==> src/hdl/tga_rle_pkg.sv <==
package tga_rle_pkg;

  localparam int PIXEL_W = 32;
  localparam int COUNT_W = 8;
  localparam int COL_W   = 16;
  localparam int BPP_W   = 3;

  // packet phase codes
  localparam logic [1:0] PH_HEADER = 2'd0;
  localparam logic [1:0] PH_RUN    = 2'd1;
  localparam logic [1:0] PH_LIT    = 2'd2;

  localparam logic [7:0] RUN_FLAG = 8'h80;

  // configuration register indexes
  localparam int CFG_IDX_W = 2;
  localparam logic [CFG_IDX_W-1:0] CFG_RLE_ENABLE      = 2'd0;
  localparam logic [CFG_IDX_W-1:0] CFG_BYTES_PER_PIXEL = 2'd1;
  localparam logic [CFG_IDX_W-1:0] CFG_ROW_WIDTH       = 2'd2;
  localparam int CFG_DATA_W = 16;

  localparam logic             RST_RLE_ENABLE      = 1'b1;
  localparam logic [BPP_W-1:0] RST_BYTES_PER_PIXEL = 3'd3;
  localparam logic [COL_W-1:0] RST_ROW_WIDTH       = 16'd640;

  localparam int QUEUE_DEPTH = 2;

  typedef struct packed {
    logic             rle_enable;
    logic [BPP_W-1:0] bytes_per_pixel;
    logic [COL_W-1:0] row_width;
  } cfg_t;

  typedef struct packed {
    logic [PIXEL_W-1:0] pixel_value;
    logic [COUNT_W-1:0] repeat_count;
    logic               row_end;
  } res_t;

endpackage

==> src/hdl/tga_rle_front.sv <==
module tga_rle_front (
  input  logic                 clk,
  input  logic                 rst,
  input  tga_rle_pkg::cfg_t    cfg,
  input  logic                 take,
  input  logic [7:0]           data_byte,
  output logic                 push,
  output tga_rle_pkg::res_t    res
);
  import tga_rle_pkg::*;

  logic [1:0]         phase, phase_next;
  logic [1:0]         byte_index, byte_index_next;
  logic [PIXEL_W-1:0] pixel_accumulator, acc_next;
  logic [COUNT_W-1:0] packet_remaining, rem_next;
  logic [COL_W-1:0]   column, column_next;

  logic [1:0]         last_idx;
  logic [COL_W-1:0]   width_eff;
  logic [COL_W-1:0]   left;
  logic               pix_done;
  logic               do_emit;
  logic [COUNT_W-1:0] emit_req;
  logic [COUNT_W-1:0] emit_cnt;
  logic               emit_end;
  logic [COL_W-1:0]   col_sum;
  logic [COUNT_W-1:0] hdr_n;
  logic [COUNT_W-1:0] rem_dec;

  always_comb begin
    if (cfg.bytes_per_pixel == 3'd0) begin
      last_idx = 2'd0;
    end else if (cfg.bytes_per_pixel > 3'd4) begin
      last_idx = 2'd3;
    end else begin
      last_idx = 2'(cfg.bytes_per_pixel - 3'd1);
    end
    width_eff = (cfg.row_width == '0) ? COL_W'(1) : cfg.row_width;
    left = (column < width_eff) ? width_eff - column : COL_W'(1);
  end

  // byte assembly, little-endian
  always_comb begin
    if (byte_index == 2'd0) begin
      acc_next = {24'd0, data_byte};
    end else begin
      acc_next = pixel_accumulator | (PIXEL_W'(data_byte) << {byte_index, 3'b000});
    end
    pix_done = (byte_index >= last_idx);
  end

  always_comb begin
    hdr_n = {1'b0, data_byte[6:0]} + COUNT_W'(1);
    if (COL_W'(hdr_n) > left) begin
      hdr_n = left[COUNT_W-1:0];
    end
    rem_dec = (packet_remaining != '0) ? packet_remaining - COUNT_W'(1) : packet_remaining;
  end

  always_comb begin
    phase_next      = phase;
    byte_index_next = byte_index;
    rem_next        = packet_remaining;
    do_emit         = 1'b0;
    emit_req        = COUNT_W'(1);
    if (!cfg.rle_enable) begin
      phase_next      = PH_HEADER;
      rem_next        = '0;
      byte_index_next = pix_done ? 2'd0 : byte_index + 2'd1;
      do_emit         = pix_done;
    end else begin
      unique case (phase)
        PH_RUN: begin
          byte_index_next = pix_done ? 2'd0 : byte_index + 2'd1;
          if (pix_done) begin
            phase_next = PH_HEADER;
            rem_next   = '0;
            do_emit    = 1'b1;
            emit_req   = packet_remaining;
          end
        end
        PH_LIT: begin
          byte_index_next = pix_done ? 2'd0 : byte_index + 2'd1;
          if (pix_done) begin
            rem_next = rem_dec;
            if (rem_dec == '0) begin
              phase_next = PH_HEADER;
            end
            do_emit = 1'b1;
          end
        end
        default: begin
          rem_next        = hdr_n;
          byte_index_next = 2'd0;
          phase_next      = ((data_byte & RUN_FLAG) != '0) ? PH_RUN : PH_LIT;
        end
      endcase
    end
  end

  // clamp the emitted count to the row and advance the column
  always_comb begin
    emit_cnt = emit_req;
    if (COL_W'(emit_req) > left) begin
      emit_cnt = left[COUNT_W-1:0];
    end
    if (emit_cnt == '0) begin
      emit_cnt = COUNT_W'(1);
    end
    emit_end = (COL_W'(emit_cnt) >= left);
    col_sum  = column + COL_W'(emit_cnt);
    column_next = column;
    if (do_emit) begin
      if (emit_end || col_sum >= width_eff) begin
        column_next = '0;
      end else begin
        column_next = col_sum;
      end
    end
  end

  logic hdr_step;
  assign hdr_step = cfg.rle_enable && phase != PH_RUN && phase != PH_LIT;

  always_ff @(posedge clk) begin
    if (rst) begin
      phase             <= PH_HEADER;
      byte_index        <= 2'd0;
      pixel_accumulator <= '0;
      packet_remaining  <= '0;
      column            <= '0;
    end else if (take) begin
      column     <= column_next;
      byte_index <= byte_index_next;
      if (!hdr_step) begin
        pixel_accumulator <= acc_next;
      end
      if (do_emit && emit_end) begin
        phase            <= PH_HEADER;
        packet_remaining <= '0;
      end else begin
        phase            <= phase_next;
        packet_remaining <= rem_next;
      end
    end
  end

  assign push             = take && do_emit;
  assign res.pixel_value  = acc_next;
  assign res.repeat_count = emit_cnt;
  assign res.row_end      = emit_end;

endmodule

==> src/hdl/tga_rle_queue.sv <==
module tga_rle_queue #(
  parameter int DEPTH = tga_rle_pkg::QUEUE_DEPTH
) (
  input  logic               clk,
  input  logic               rst,
  input  logic               push,
  input  tga_rle_pkg::res_t  push_data,
  output logic               full,
  output logic               out_valid,
  input  logic               out_stall,
  output tga_rle_pkg::res_t  head
);
  import tga_rle_pkg::*;

  localparam int PTR_W = (DEPTH > 1) ? $clog2(DEPTH) : 1;
  localparam int CNT_W = $clog2(DEPTH + 1);

  res_t             mem [DEPTH];
  logic [PTR_W-1:0] wr_ptr, rd_ptr;
  logic [CNT_W-1:0] count;
  logic             pop;

  assign pop       = out_valid && !out_stall;
  assign out_valid = (count != '0);
  assign full      = (count == CNT_W'(DEPTH));
  assign head      = mem[rd_ptr];

  always_ff @(posedge clk) begin
    if (push) begin
      mem[wr_ptr] <= push_data;
    end
  end

  always_ff @(posedge clk) begin
    if (rst) begin
      wr_ptr <= '0;
      rd_ptr <= '0;
      count  <= '0;
    end else begin
      if (push) begin
        wr_ptr <= (wr_ptr == PTR_W'(DEPTH - 1)) ? '0 : wr_ptr + PTR_W'(1);
      end
      if (pop) begin
        rd_ptr <= (rd_ptr == PTR_W'(DEPTH - 1)) ? '0 : rd_ptr + PTR_W'(1);
      end
      if (push && !pop) begin
        count <= count + CNT_W'(1);
      end else if (pop && !push) begin
        count <= count - CNT_W'(1);
      end
    end
  end

endmodule

==> src/hdl/tga_rle_scanline_decoder.sv <==
// Channel  Direction  Handshake             Payload
// cfg      in         cfg_valid/cfg_ready   cfg_index[1:0], cfg_data[15:0]
// in       in         in_valid/in_stall     data_byte[7:0]
// out      out        out_valid/out_stall   pixel_value[31:0], repeat_count[7:0], row_end
//
// One byte per clock while in_stall is low; each completed pixel is registered
// into the result queue. The decoder state advances in the cycle a byte is taken.
// A result queue (QUEUE_DEPTH entries) sits between decoder and output; in_stall
// rises only while that queue is full. Synchronous reset clears the decoder,
// the queue and loads the register defaults. cfg_ready is always high.
module tga_rle_scanline_decoder #(
  parameter int QUEUE_DEPTH = tga_rle_pkg::QUEUE_DEPTH
) (
  input  logic                               clk,
  input  logic                               rst,
  input  logic                               cfg_valid,
  output logic                               cfg_ready,
  input  logic [tga_rle_pkg::CFG_IDX_W-1:0]  cfg_index,
  input  logic [tga_rle_pkg::CFG_DATA_W-1:0] cfg_data,
  input  logic                               in_valid,
  output logic                               in_stall,
  input  logic [7:0]                         data_byte,
  output logic                               out_valid,
  input  logic                               out_stall,
  output logic [tga_rle_pkg::PIXEL_W-1:0]    pixel_value,
  output logic [tga_rle_pkg::COUNT_W-1:0]    repeat_count,
  output logic                               row_end
);
  import tga_rle_pkg::*;

  cfg_t cfg;
  res_t res;
  res_t head;
  logic take;
  logic push;
  logic full;

  assign cfg_ready = 1'b1;

  always_ff @(posedge clk) begin
    if (rst) begin
      cfg.rle_enable      <= RST_RLE_ENABLE;
      cfg.bytes_per_pixel <= RST_BYTES_PER_PIXEL;
      cfg.row_width       <= RST_ROW_WIDTH;
    end else if (cfg_valid && cfg_ready) begin
      unique case (cfg_index)
        CFG_RLE_ENABLE:      cfg.rle_enable      <= cfg_data[0];
        CFG_BYTES_PER_PIXEL: cfg.bytes_per_pixel <= cfg_data[BPP_W-1:0];
        CFG_ROW_WIDTH:       cfg.row_width       <= cfg_data[COL_W-1:0];
        default: ;
      endcase
    end
  end

  assign in_stall = full;
  assign take     = in_valid && !in_stall;

  tga_rle_front u_front (
    .clk       (clk),
    .rst       (rst),
    .cfg       (cfg),
    .take      (take),
    .data_byte (data_byte),
    .push      (push),
    .res       (res)
  );

  tga_rle_queue #(
    .DEPTH (QUEUE_DEPTH)
  ) u_queue (
    .clk       (clk),
    .rst       (rst),
    .push      (push),
    .push_data (res),
    .full      (full),
    .out_valid (out_valid),
    .out_stall (out_stall),
    .head      (head)
  );

  assign pixel_value  = head.pixel_value;
  assign repeat_count = head.repeat_count;
  assign row_end      = head.row_end;

endmodule
==> config.mk <==
export PLATFORM = sky130hd
export DESIGN_NAME = tga_rle_scanline_decoder
export DESIGN_NICKNAME = d
export VERILOG_FILES = /design/src/hdl/tga_rle_pkg.sv /design/src/hdl/tga_rle_front.sv /design/src/hdl/tga_rle_queue.sv /design/src/hdl/tga_rle_scanline_decoder.sv
export SDC_FILE = /design/constraint.sdc
export NUM_CORES = 1
export LEC_CHECK = 0
export BUFFER_PORTS_ARGS = -buffer_cell sky130_fd_sc_hd__buf_2
export CAP_MARGIN = 5
export CELL_PAD_IN_SITES_DETAIL_PLACEMENT = 1
export CELL_PAD_IN_SITES_GLOBAL_PLACEMENT = 2
export CORE_ASPECT_RATIO = 1.2
export CORE_MARGIN = 2
export CORE_UTILIZATION = 35
export CTS_CLUSTER_SIZE = 20
export DETAILED_ROUTE_END_ITERATION = 7
export PLACE_DENSITY = 0.79
export SETUP_SLACK_MARGIN = 0.15
export SKIP_CTS_REPAIR_TIMING = 1
export SKIP_LAST_GASP = 1
export SLEW_MARGIN = 20
export SYNTH_ARGS = -nofsm -noshare
export SYNTH_HDL_FRONTEND = slang
export SYNTH_SLANG_ARGS = --single-unit
==> constraint.sdc <==
create_clock -name clk -period 8.3 [get_ports clk]
set_input_delay 0 -clock clk [delete_from_list [all_inputs] [get_ports clk]]
set_output_delay 0 -clock clk [all_outputs]
set_load 0.01 [all_outputs]
## Yosys cells after proc, flatten, opt, wreduce, memory -nomap -nowiden

Memories as Yosys holds them, arrays and structs flattened. A register that Yosys moved wholly into a read port is not among the register bits.
Cells that the tools add are included.

| cells by class | value |
|---|---|
| shift-type cells | 1 |
| $add $sub $neg | 10 |
| mux-type cells | 39 |
| div/mod/pow operators | 0 |
| reductions and logical operators | 30 |
| bitwise gates (word level) | 2 |
| multipliers | 0 |
| $lt $le $gt $ge | 7 |
| equal/unequal tests | 10 |

Operator list:

| kind | count |
|---|---|
| $mux W8 | 11 |
| $mux W16 | 3 |
| $gt A8 B16 Y1 | 2 |
| $mux W32 | 1 |
| $or A32 B32 Y32 | 1 |
| $shl A8 B5 Y32 | 1 |
| $mux W2 | 13 |
| $add A16 B8 Y16 | 1 |
| $ge A16 B16 Y1 | 1 |
| $ge A8 B16 Y1 | 1 |
| $logic_not A16 Y1 | 1 |
| $logic_not A8 Y1 | 2 |
| $lt A16 B16 Y1 | 1 |
| $pmux W8 S2 | 1 |
| $sub A16 B16 Y16 | 1 |
| $ne A4 B2 Y1 const B | 3 |
| $reduce_and A2 Y1 | 5 |
| $mux W1 | 9 |
| $add A7 B1 Y8 const B | 1 |
| $logic_and A1 B1 Y1 | 8 |
| $reduce_bool A8 Y1 | 1 |
| $sub A8 B1 Y8 const B | 1 |
| $eq A2 B2 Y1 const B | 3 |
| $add A2 B1 Y2 const B | 2 |
| other kinds (17) | 25 |

| word-level totals | value |
|---|---|
| logic and storage cells | 111 |
| bits in writable memories | 82 |
| bits in latches | 0 |
| output and inout bits | 44 |
| memory bits (read-only) | 0 |
| flip-flop bits (word level) | 84 |
| memories | 1 |
| input port bits | 31 |

Memory list:

| name | depth | width | rd ports | clocked after Yosys merged registers in | write ports | line | source |
|---|---|---|---|---|---|---|---|
| u_queue.mem | 2 | 41 | 1 | 1 | 1 | tga_rle_queue.sv:18 | `res_t mem [DEPTH];` |

## Depth between registers and ports, before layout

Gate-level depths: netlist (run 1).

| depth | value |
|---|---|
| word-level depth | 15 |
| depth in mapped cells | 43 |
| depth with buffers taken out | 39 |

## Hierarchy

From an unflattened synthesis (run 1), not the netlist that was laid out.

| second synthesis, totals | value |
|---|---|
| cell total of the unflattened synthesis | 1067 |
| area, all modules | 10004.6 um2 |

Modules (own cells, without submodules):

| module | sequential area each (um2) | instances | area each (um2) | cells each |
|---|---|---|---|---|
| tga_rle_front | 1201.2 | 1 | 5935.7 | 827 |
| tga_rle_queue | 2562.5 | 1 | 3163.0 | 150 |
| tga_rle_scanline_decoder | 400.4 | 1 | 905.9 | 90 |

## Worst setup path after synthesis (run 1)

Ideal clock, no wire load.

| path | value |
|---|---|
| path type | register to register |
| start point | register, netlist name cfg[2] |
| end point | register u_front.column[10] |
| period minus slack after synthesis | 7.893 ns |
| setup slack | 0.407 ns |
| arrival | 7.822 ns |
| data required time | 8.230 ns |
| stages on the path, launching flop included | 42 |
| library setup time | 0.070 ns |
| path buffers | 4 |
| path through | dfxtp_1 > buf_2 > nor4_1 > a41oi_1 > ha_1 > inv_1 > fa_1 > a21oi_1 > a21oi_1 > o21ai_0 > nor4_1 > o21a_4 > clkbuf_1 > nand2_1 > ha_1 > nor2b_1 > o21a_1 > o21ai_0 > [... 6 more ...] > ha_1 > fa_1 > a21o_1 > a21oi_1 > o21bai_1 > a2111oi_0 > nor4_1 > or2_2 > ha_1 > a21o_1 > a21o_1 > a211oi_1 > o211a_1 > o211ai_1 > a21oi_1 > buf_2 > o21ai_0 > a21oi_1 |

RTL lines:

| what | line | source |
|---|---|---|
| to (signal assigned) | tga_rle_front.sv:133 | `column <= column_next;` |
| to (decl) | tga_rle_front.sv:16 | `logic [COL_W-1:0] column, column_next;` |

==> out/qor.txt, run 1 <==
Run status -> complete, but fails checks
Violations in the final reports -> negative hold slack
Hold path startpoint -> out_stall
Chip height -> 186 um
Final ANT Viol Nets -> 0
Relative slew slack -> 0.351
Fin crit period -> 7.74 ns
Vias in the first global route -> 8207
HPWL Detailed -> 21200 um
Synth area leader -> edfxtp_1
Pwr dens -> 206 nW/um^2
DR WL/cell -> 19.3 um
ANT cells -> 0
CTS max path bufs -> 2
Largest cells by area after synthesis -> edfxtp_1 (25%), dfxtp_1 (18%), ha_1 (9.3%)
Clock sink count -> 167
Avg Synthesized Cell Area -> 9.20 um^2
Vias -> 7994
Highest Clock Rate -> 129 MHz
Total track usage -> 0.200
CP startpoint kind -> flop
WS Path Type -> flop to flop
Number of I/O pins -> 75
First-pass GRT wire length -> 44700 um
Synth Flop Type -> dfxtp_1
Async SR Flop Fraction -> 0
Core area -> 27200 um^2
H-Tree Depth -> 4
Largest net degree at the start of global routing -> 42
Initial Utilization -> 0.356
Root buffer cell -> clkbuf_16
Die Area -> 29000 um^2
#FFs+latches synth -> 167
Detailed Route WL -> 28900 um
Mapped cell area -> 9660 um^2
Num rows -> 66
Port bufs -> 73
Post-synthesis cell type count -> 75
Final Max Tran Viols -> 0
Max IR drop VDD -> 0.123 mV
Clock tree from TritonCTS -> done
DR pass1 iterations -> 4
# DRC -> 0
Non-Filler Instances -> 1499
Critical path capture point type -> flop
Syn Inst Count -> 1050
Setup-violating endpoint count in the final report -> 0
Dpl cells -> 1441
Clock Latency Late Sink -> 0.44 ns
Place WS -> -0.158 ns
CP Max Fanout -> 7
Hold endpoint -> u_queue.rd_ptr
Reg2reg setup slack -> 0.56 ns
Max incr delay on CP -> 0.42 ns
NumNets Final -> 1251
Die X -> 156 um
CTS Buf Count -> 17
Final hold viol count -> 2
Syn-to-layout area delta -> 18.6%
Worst reg2reg path endpoint -> u_front.column[15]
Grt ovf -> 0
RSZ-0062 raised after global routing -> false
Critical-path cell with the highest stage delay -> fa_1
WP data required -> 8.68 ns
Post-route setup slack -> 0.562 ns
Worst hold path type -> input port to flop
Leakage power -> 4.44 nW
Tcrit/Tclk final -> 0.932
Number of synthesized flops with an enable pin -> 82
WP data arrival -> 8.12 ns
Worst r2r src -> cfg[3]
Initial antenna violation count -> 0
Layout fillers -> 3130
Least-Margin Pin Slew -> 0.971 ns
Reg area -> 4170 um^2
Share of the synthesized area in the top cell type -> 0.255
Initial DRC Count -> 341
Worst-path clk slew -> 0.07 ns
Power Total -> 2.36 mW
Hold Path Stages -> 4
Hold WS -> -0.00213 ns
Syn_nets -> 1155
Max Cap Viol -> 0
Layout cells sized above 1 -> 0.193
Warnings from Yosys -> 0
Max Clock Skew -> 0.0106 ns
Area of the multi-input gates -> 5150 um^2
Seq/Total Area, Yosys -> 0.431
Register-to-Register Path Depth -> 37
RD Place Congestion -> 0.883
Avg Vias per Cell -> 5.33
[cells by family (layout without fill, tap and decap cells)]
family                   after synthesis  count (layout)  share of synthesized area
AO/OA/AOI/OAI                        261             261                      0.173
XOR/XNOR                              33              33                     0.0299
adder cells (fa/ha/maj)               75              75                     0.0984
buffers and inverters                122             231                     0.0486
flip-flops                           167             167                      0.431
multiplexers                          53              53                     0.0603
other                                  1               1                   0.000388
AND/OR/NAND/NOR                      338             338                      0.158
[worst max-delay path, delay by kind of cell (launching register included)]
| kind | cells | cell delay [ns] |
|---|---|---|
| AOI/OAI and AO/OA | 19 | 3.43 |
| adders and majority gates | 6 | 1.75 |
| and+or+nand+nor | 6 | 1.09 |
| buffers and inverters | 4 | 0.59 |
| DFF | 1 | 0.35 |
| xor gates and xnor gates | 1 | 0.32 |
| muxes | 1 | 0.14 |
[per-layer routing]
metal | track usage | vias to the layer above | wire [um]
met2 | 0.378 | 115 | 15300
li1 | - | 3934 | -
met3 | 0.0298 | 33 | 611
met4 | 0.0650 | 0 | 539
met5 | 0 | - | 0
met1 | 0.231 | 3912 | 12400
[Yosys cell counts, drive strengths merged (4+ instances only)]
library cell    n
dfxtp          85
a21boi          4
o211ai          7
nand3          19
o21a            4
edfxtp         82
and2            5
o221ai          4
nor4           10
a21o           21
and3            4
nand2b         10
nor2b           9
mux2i          11
a211oi         10
clkbuf         48
o21ai          35
nand4          12
nand2         153
nor2           78
ha             72
nor3b           4
o41ai           4
xor2            9
inv            65
a211o           5
o31ai           4
or2             7
buf             9
a22oi          10
nor3           14
mux2           42
a21oi         113
a31oi           8
xnor2          24
o21bai          8
[power by group]
group	internal [mW]	switching, mW
clock network	0.426	0.366
registers	0.892	0.0340
logic	0.263	0.378
total	1.58	0.777
[final cells by class]
type,count,area share
multi-input cells,761,0.450
clock buffers,17,0.0371
flip-flops and latches,167,0.364
clock inverters,15,0.0144
repair buffers,134,0.0767
well taps,340,0.0371
inverters,65,0.0213
[how the worst max path moves through the flow]
stage,cells past startpoint,startpoint,to,slack [ns]
floorplan,41,cfg[2],u_front.column[10],0.41
global placement,37,cfg[8],u_front.column[13],-0.04
detailed placement,39,cfg[8],u_front.column[15],-0.16
CTS,39,cfg[8],u_front.column[15],-0.24
global route,42,cfg[3],u_front.column[9],0.20
finish,37,cfg[3],u_front.column[15],0.56
[state kept, by name, summed over array words and instances (netlist names), named ones only]
name and flops:
u_front.pixel_accumulator 32, u_front.phase 2, u_queue.wr_ptr 1, u_queue.rd_ptr 1, u_queue.count 2, u_front.byte_index 2
cfg 20, u_front.packet_remaining 8, u_queue.mem 82, u_front.column 16
[through the flow]
stage	utilization	TNS (ns)	cell area [um^2]	hold WS (ns)
finish	0.422	0	11500	-0.00213
global route	0.422	0	11500	0.0247
CTS	0.409	-2.48	11100	-0.230
detailed placement	0.387	-1.29	10500	0.237
global placement	0.387	-0.0894	10500	0.230
floorplan	-	0	9660	0.128
[placed cells by master (no fill, tap or decap), types with 5 or more instances in the layout]
cell / count
o21ai_1: 7
a21oi_1: 109
a211oi_1: 9
dfxtp_1: 83
nor2b_1: 9
nand2b_1: 10
xnor2_1: 24
nor3_1: 12
o211ai_1: 7
mux2i_1: 9
mux2_2: 41
clkbuf_16: 17
a31oi_1: 8
dlygate4sd3_1: 19
o21bai_1: 8
buf_2: 73
ha_1: 72
nand4_1: 12
nand3_1: 19
edfxtp_1: 82
o21ai_0: 26
nand2_1: 153
a21o_1: 21
or2_2: 6
a211o_1: 5
inv_1: 64
nor4_1: 6
xor2_1: 9
a22oi_1: 10
nor2_1: 77
buf_4: 40
Note: power is estimated with default switching activity, not from simulation.
==> run 2, diff against run 1 <==
--- a/config.mk
+++ b/config.mk
@@ -14,6 +14,7 @@
 export CORE_UTILIZATION = 35
 export CTS_CLUSTER_SIZE = 20
 export DETAILED_ROUTE_END_ITERATION = 7
+export MAX_ROUTING_LAYER = met4
 export PLACE_DENSITY = 0.79
 export SETUP_SLACK_MARGIN = 0.15
 export SKIP_CTS_REPAIR_TIMING = 1
==> out/qor.txt, run 2 (synthesis gave the netlist of run 1 again) <==
DP Area -> 10500 um^2 (about the same)
Sw Share -> 0.332 (was 0.330)
WS Path Type -> flop to flop (unchanged)
Initial Utilization -> 0.356 (unchanged)
CP startpoint kind -> flop (unchanged)
Dpl cells -> 1438 (was 1441)
Place WS -> -0.170 ns (was -0.158 ns)
Layout cells sized above 1 -> 0.189 (was 0.193)
Least-Margin Pin Slew -> 0.984 ns (was 0.971 ns)
CP Max Fanout -> 14 (was 7)
Fin crit period -> 7.74 ns (about the same)
Port bufs -> 73 (unchanged)
Number of I/O pins -> 75 (unchanged)
# DRC -> 0 (unchanged)
Net switching power -> 784 uW (was 777 uW)
Root buffer cell -> clkbuf_16 (unchanged)
Critical path capture point type -> flop (unchanged)
Worst hold path type -> input port to flop (unchanged)
Hold WS -> -0.0244 ns (was -0.00213 ns)
Core area -> 27200 um^2 (unchanged)
CP dominant cell by count -> ha_1
Highest Clock Rate -> 129 MHz (about the same)
Design area -> 11400 um^2 (was 11500 um^2)
Max Clock Skew -> 0.0206 ns (was 0.0106 ns)
Max IR drop VDD -> 0.134 mV (was 0.123 mV)
DR pass1 iterations -> 4 (unchanged)
Num rows -> 66 (unchanged)
H-Tree Depth -> 4 (unchanged)
Final ANT Viol Nets -> 0 (unchanged)
Final Max Tran Viols -> 0 (unchanged)
Commonest non-fill, non-tap cells in the layout -> nand2_1 (153), a21oi_1 (110), dfxtp_1 (83) (was nand2_1 (153), a21oi_1 (109), dfxtp_1 (83))
Leakage power -> 4.44 nW (about the same)
RD Place Congestion -> 0.878 (was 0.883)
Max incr delay on CP -> 0.41 ns (was 0.42 ns)
Clock tree from TritonCTS -> done (unchanged)
Internal -> 1.58 mW (about the same)
Final hold viol count -> 2 (unchanged)
Top reg by flops -> u_queue.mem (unchanged)
Crit path max-delay family -> compound AO/OA/AOI/OAI gates (unchanged)
Part of the power in the clock network -> 0.341 (was 0.336)
Die Area -> 29000 um^2 (unchanged)
ANT cells -> 0 (unchanged)
Most common cell after layout, fill and taps aside -> nand2_1 (unchanged)
Setup-violating endpoint count in the final report -> 0 (unchanged)
Run status -> complete, but fails checks (unchanged)
Largest net degree at the start of global routing -> 44 (was 42)
Largest registers -> u_queue.mem (82), u_front.pixel_accumulator (32), cfg (20) (unchanged)
NumNets Final -> 1247 (was 1251)
RSZ-0062 raised after global routing -> false (unchanged)
Avg Vias per Cell -> 5.41 (was 5.33)
WP data arrival -> 8.13 ns (was 8.12 ns)
Syn-to-layout area delta -> 18.1% (was 18.6%)
Grt ovf -> 0 (unchanged)
WP data required -> 8.70 ns (was 8.68 ns)
Max reg flops -> 82 (unchanged)
Clock sink count -> 167 (unchanged)
HPWL Detailed -> 21000 um (was 21200 um)
Detailed Route WL -> 28900 um (about the same)
Initial DRC Count -> 398 (was 341)
First-pass GRT wire length -> 44500 um (was 44700 um)
Max Cap Viol -> 0 (unchanged)
Tcrit/Tclk final -> 0.932 (about the same)
CTS max path bufs -> 2 (unchanged)
Pwr dens -> 207 nW/um^2 (was 206 nW/um^2)
Sequential share of power -> 0.405 (was 0.393)
Clock Latency Late Sink -> 0.45 ns (was 0.44 ns)
Comb pwr share -> 0.254 (was 0.272)
Chip height -> 186 um (unchanged)
Vias -> 8087 (was 7994)
Total track usage -> 0.206 (was 0.200)
Die X -> 156 um (unchanged)
WP buf/inv -> 3 (was 4)
DR WL/cell -> 19.3 um (about the same)
Violations in the final reports -> negative hold slack (unchanged)
Layout fillers -> 3114 (was 3130)
Post-route setup slack -> 0.562 ns (about the same)
Critical-path cell with the highest stage delay -> fa_1 (unchanged)
Relative slew slack -> 0.343 (was 0.351)
Initial antenna violation count -> 0 (unchanged)
CTS Buf Count -> 17 (unchanged)
Vias in the first global route -> 8190 (was 8207)
Non-Filler Instances -> 1495 (was 1499)
Worst-path clk slew -> 0.07 ns (about the same)
-- run 2: routing by layer --
metal  vias up  GRT usage  part of all wire
met5         -          -                 0
met4         0     0.0712             0.028
li1       3932          -                 -
met2       136      0.374              0.52
met1      3972      0.232              0.42
met3        47     0.0279             0.029
-- run 2: final timing paths --
| check | startpoint | to | slack [ns] | depth (start not counted) |
|---|---|---|---|---|
| setup / recovery | cfg[1] | u_front.column[13] | 0.56 | 39 |
| hold / removal | out_stall | flop | -0.02 | 4 |
| hold reg to reg | u_front.pixel_accumulator[24] | u_front.pixel_accumulator[24] | 0.46 | 2 |
| setup reg to reg | cfg[1] | u_front.column[13] | 0.56 | 39 |
-- run 2: power groups by stage --
stage,Combinational (mW),Clock [mW],Sequential (mW)
floorplan,0.432,0,0.925
CTS,0.591,0.821,0.957
global route,0.664,0.849,0.965
finish,0.599,0.806,0.958
global placement,0.582,0,0.975
detailed placement,0.587,0,0.976
-- run 2: through the flow --
| step | power, mW | setup TNS, ns | util |
|---|---|---|---|
| after floorplan | 1.36 | 0 | - |
| after global placement | 1.56 | -0.137 | 0.386 |
| after detailed placement | 1.56 | -1.64 | 0.386 |
| after CTS | 2.37 | -3.04 | 0.408 |
| after global routing | 2.48 | 0 | 0.420 |
| final | 2.36 | 0 | 0.420 |
-- run 2: final cells by class --
type / count / area, um^2 / area share
multi-input cells: 761 / 5140 / 0.450
flip-flops and latches: 167 / 4170 / 0.365
repair buffers: 130 / 845 / 0.0740
clock buffers: 18 / 429 / 0.0376
well taps: 340 / 425 / 0.0373
inverters: 65 / 244 / 0.0214
clock inverters: 14 / 159 / 0.0139
-- run 2: worst reg2reg max path: cells and delay by family (launching register included) --
family                   cells  cell delay (ns)
adder cells (fa/ha/maj)      6             1.73
multiplexers                 1             0.19
AO/OA/AOI/OAI               21             3.55
AND/OR/NAND/NOR              8             1.37
flip-flops                   1             0.33
buffers and inverters        3             0.47
==> run 3, diff against run 2 <==
--- a/config.mk
+++ b/config.mk
@@ -22,4 +22,5 @@
 export SLEW_MARGIN = 20
 export SYNTH_ARGS = -nofsm -noshare
 export SYNTH_HDL_FRONTEND = slang
+export SYNTH_HIERARCHICAL = 1
 export SYNTH_SLANG_ARGS = --single-unit
==> out/qor.txt, run 3 <==
Grt ovf -> 0 (unchanged)
CTS max path bufs -> 2 (unchanged)
Clock tree from TritonCTS -> done (unchanged)
Clock sink count -> 167 (unchanged)
Pwr dens -> 213 nW/um^2 (was 207 nW/um^2)
Area of the multi-input gates -> 5420 um^2 (was 5140 um^2)
Async SR Flop Fraction -> 0 (unchanged)
Hold WS -> -0.0144 ns (was -0.0244 ns)
Reg area -> 4190 um^2 (was 4170 um^2)
Max incr delay on CP -> 0.53 ns (was 0.41 ns)
NumNets Final -> 1254 (was 1247)
CP startpoint kind -> flop (unchanged)
Core area -> 28000 um^2 (was 27200 um^2)
WS Path Type -> flop to flop (unchanged)
Layout cells sized above 1 -> 0.194 (was 0.189)
Num rows -> 67 (was 66)
DR WL/cell -> 18.2 um (was 19.3 um)
Initial DRC Count -> 346 (was 398)
H-Tree Depth -> 4 (unchanged)
Fin crit period -> 7.66 ns (was 7.74 ns)
Total track usage -> 0.196 (was 0.206)
HPWL Detailed -> 20800 um (was 21000 um)
Relative slew slack -> 0.252 (was 0.343)
Warnings from Yosys -> 6 (was 0)
Die X -> 158 um (was 156 um)
Net switching power -> 860 uW (was 784 uW)
Synth area leader -> edfxtp_1 (unchanged)
Top reg by flops -> u_queue/mem (was u_queue.mem)
Die Area -> 30000 um^2 (was 29000 um^2)
Critical-path cell with the highest stage delay -> or4b_4 (was fa_1)
Run status -> complete, but fails checks (unchanged)
Comb pwr share -> 0.307 (was 0.254)
Leakage power -> 4.57 nW (was 4.44 nW)
Mapped cell area -> 10000 um^2 (was 9660 um^2)
Initial Utilization -> 0.357 (was 0.356)
Final ANT Viol Nets -> 0 (unchanged)
Least-Margin Pin Slew -> 1.11 ns (was 0.984 ns)
Commonest non-fill, non-tap cells in the layout -> nand2_1 (109), nor2_1 (94), a21oi_1 (84) (was nand2_1 (153), a21oi_1 (110), dfxtp_1 (83))
Part of the power in the clock network -> 0.297 (was 0.341)
Final Util -> 0.417 (was 0.420)
# DRC -> 0 (unchanged)
Syn_nets -> 1172 (was 1155)
Setup-violating endpoint count in the final report -> 0 (unchanged)
CP dominant cell by count -> ha_1 (unchanged)
Highest Clock Rate -> 131 MHz (was 129 MHz)
ANT cells -> 0 (unchanged)
CTS Buf Count -> 17 (unchanged)
WP buf/inv -> 3 (unchanged)
DR pass1 iterations -> 4 (unchanged)
Number of I/O pins -> 75 (unchanged)
Chip height -> 189 um (was 186 um)
Max Clock Skew -> 0.00919 ns (was 0.0206 ns)
First-pass GRT wire length -> 44000 um (was 44500 um)
Top-count cell post-synth -> nand2_1 (unchanged)
Crit path max-delay family -> compound AO/OA/AOI/OAI gates (unchanged)
Worst-path clk slew -> 0.07 ns (about the same)
Port bufs -> 73 (unchanged)
Clock Latency Late Sink -> 0.44 ns (was 0.45 ns)
Detailed Route WL -> 28000 um (was 28900 um)
Sw Share -> 0.346 (was 0.332)
WP data required -> 8.64 ns (was 8.70 ns)
Final hold viol count -> 4 (was 2)
Synth Flop Type -> dfxtp_1 (unchanged)
Tcrit/Tclk final -> 0.923 (was 0.932)
Worst hold path type -> input port to flop (unchanged)
Max reg flops -> 82 (unchanged)
Avg Synthesized Cell Area -> 9.38 um^2 (was 9.20 um^2)
Final Max Tran Viols -> 0 (unchanged)
Largest net degree at the start of global routing -> 83 (was 44)
RSZ-0062 raised after global routing -> false (unchanged)
Sequential share of power -> 0.396 (was 0.405)
Post-synthesis cell type count -> 79 (was 75)
Seq/Total Area, Yosys -> 0.416 (was 0.431)
WP data arrival -> 7.99 ns (was 8.13 ns)
Vias -> 8038 (was 8087)
Critical path capture point type -> flop (unchanged)
Initial antenna violation count -> 0 (unchanged)
Number of synthesized flops with an enable pin -> 82 (unchanged)
Syn-to-layout area delta -> 16.7% (was 18.1%)
Max IR drop VDD -> 0.135 mV (was 0.134 mV)
List of most frequent post-synthesis cells -> nand2_1 (110), nor2_1 (94), a21oi_1 (87) (was nand2_1 (153), a21oi_1 (113), dfxtp_1 (85))
Largest cells by area after synthesis -> edfxtp_1 (25%), dfxtp_1 (17%), ha_1 (9.0%) (was edfxtp_1 (25%), dfxtp_1 (18%), ha_1 (9.3%))
CP Max Fanout -> 7 (was 14)
Internal -> 1.62 mW (was 1.58 mW)
Syn Inst Count -> 1067 (was 1050)
Setup TNS -> 0 ns (unchanged)
Root buffer cell -> clkbuf_16 (unchanged)
Violations in the final reports -> negative hold slack (unchanged)
Layout fillers -> 3270 (was 3114)
Largest registers -> u_queue/mem (82), u_front/pixel_accumulator (32), cfg (20) (was u_queue.mem (82), u_front.pixel_accumulator (32), cfg (20))
RD Place Congestion -> 0.876 (was 0.878)
DP Area -> 10800 um^2 (was 10500 um^2)
Most common cell after layout, fill and taps aside -> nand2_1 (unchanged)
Avg Vias per Cell -> 5.22 (was 5.41)
Max Cap Viol -> 0 (unchanged)
Design area -> 11700 um^2 (was 11400 um^2)
#FFs+latches synth -> 167 (unchanged)
Vias in the first global route -> 8101 (was 8190)
Share of the synthesized area in the top cell type -> 0.246 (was 0.255)
## run 3: changes by cell type in the layout (fill, tap and decap cells not counted), moves of 11 or more
cell	change
mux2i_1	+17
nor2_1	+17
dfxtp_1	-11
a21oi_1	-26
nand2b_1	+30
nand2_1	-44
## run 3: kinds of logic (layout without fill, tap and decap cells)
| logic type | count (synthesis) | count (layout) | synth area share |
|---|---|---|---|
| AOI/OAI and AO/OA | 235 | 236 | 0.156 |
| xor gates and xnor gates | 37 | 37 | 0.0324 |
| adders and majority gates | 74 | 74 | 0.0940 |
| buffers and inverters | 128 | 222 | 0.0535 |
| DFF | 167 | 167 | 0.416 |
| muxes | 73 | 73 | 0.0785 |
| other | 1 | 1 | 0.000375 |
| and+or+nand+nor | 352 | 352 | 0.169 |
## run 3: power groups by stage
| stage | Clock, mW | Combinational [mW] | Sequential (mW) |
|---|---|---|---|
| floorplan | 0 | 0.563 | 0.952 |
| global placement | 0 | 0.739 | 1.00 |
| detailed placement | 0 | 0.748 | 1.01 |
| CTS | 0.758 | 0.753 | 0.988 |
| global route | 0.790 | 0.850 | 0.996 |
| finish | 0.738 | 0.762 | 0.985 |
## run 3: worst min-delay path, delay by kind of cell
kind | cells | cell delay [ns]
compound gates | 1 | 0.14
simple gates | 1 | 0.08
xor+xnor | 1 | 0.10
buf+inv | 1 | 0.07
## run 3: worst paths after layout
check	end	slack (ns)	depth (start not counted)	startpoint
min	u_queue/rd_ptr	-0.01	4	out_stall
min reg2reg	u_front/pixel_accumulator[12]	0.45	2	u_front/pixel_accumulator[12]
max reg2reg	u_front/column[13]	0.64	38	cfg[8]
max	u_front/column[13]	0.64	38	cfg[8]
## run 3: area by class of cell
class                      count  share of cell area
clock buffer                  19              0.0371
clock inverter                13             0.00964
inverter                      67              0.0215
multi-input combinational    773               0.464
sequential                   167               0.359
tap                          379              0.0406
timing repair buffer         123              0.0680
## run 3: metrics by stage
| step | hold WS [ns] | cells | power, mW | setup slack (ns) |
|---|---|---|---|---|
| 5_1_grt | 0.00272 | 1541 | 2.64 | 0.203 |
| 2_1_floorplan | 0.0691 | 1067 | 1.52 | 0.526 |
| 3_3_place_gp | 0.263 | 1484 | 1.74 | 0.317 |
| 6_report | -0.0144 | 1541 | 2.48 | 0.642 |
| 3_5_place_dp | 0.272 | 1484 | 1.75 | -0.0163 |
| 4_1_cts | -0.207 | 1516 | 2.50 | -0.0976 |
## run 3: metal layers
layer / up-vias / part of all wire / GRT usage
met5: - / 0 / -
met4: 0 / 0.021 / 0.0603
met3: 38 / 0.026 / 0.0275
met2: 129 / 0.52 / 0.339
met1: 3919 / 0.43 / 0.234
li1: 3952 / - / -
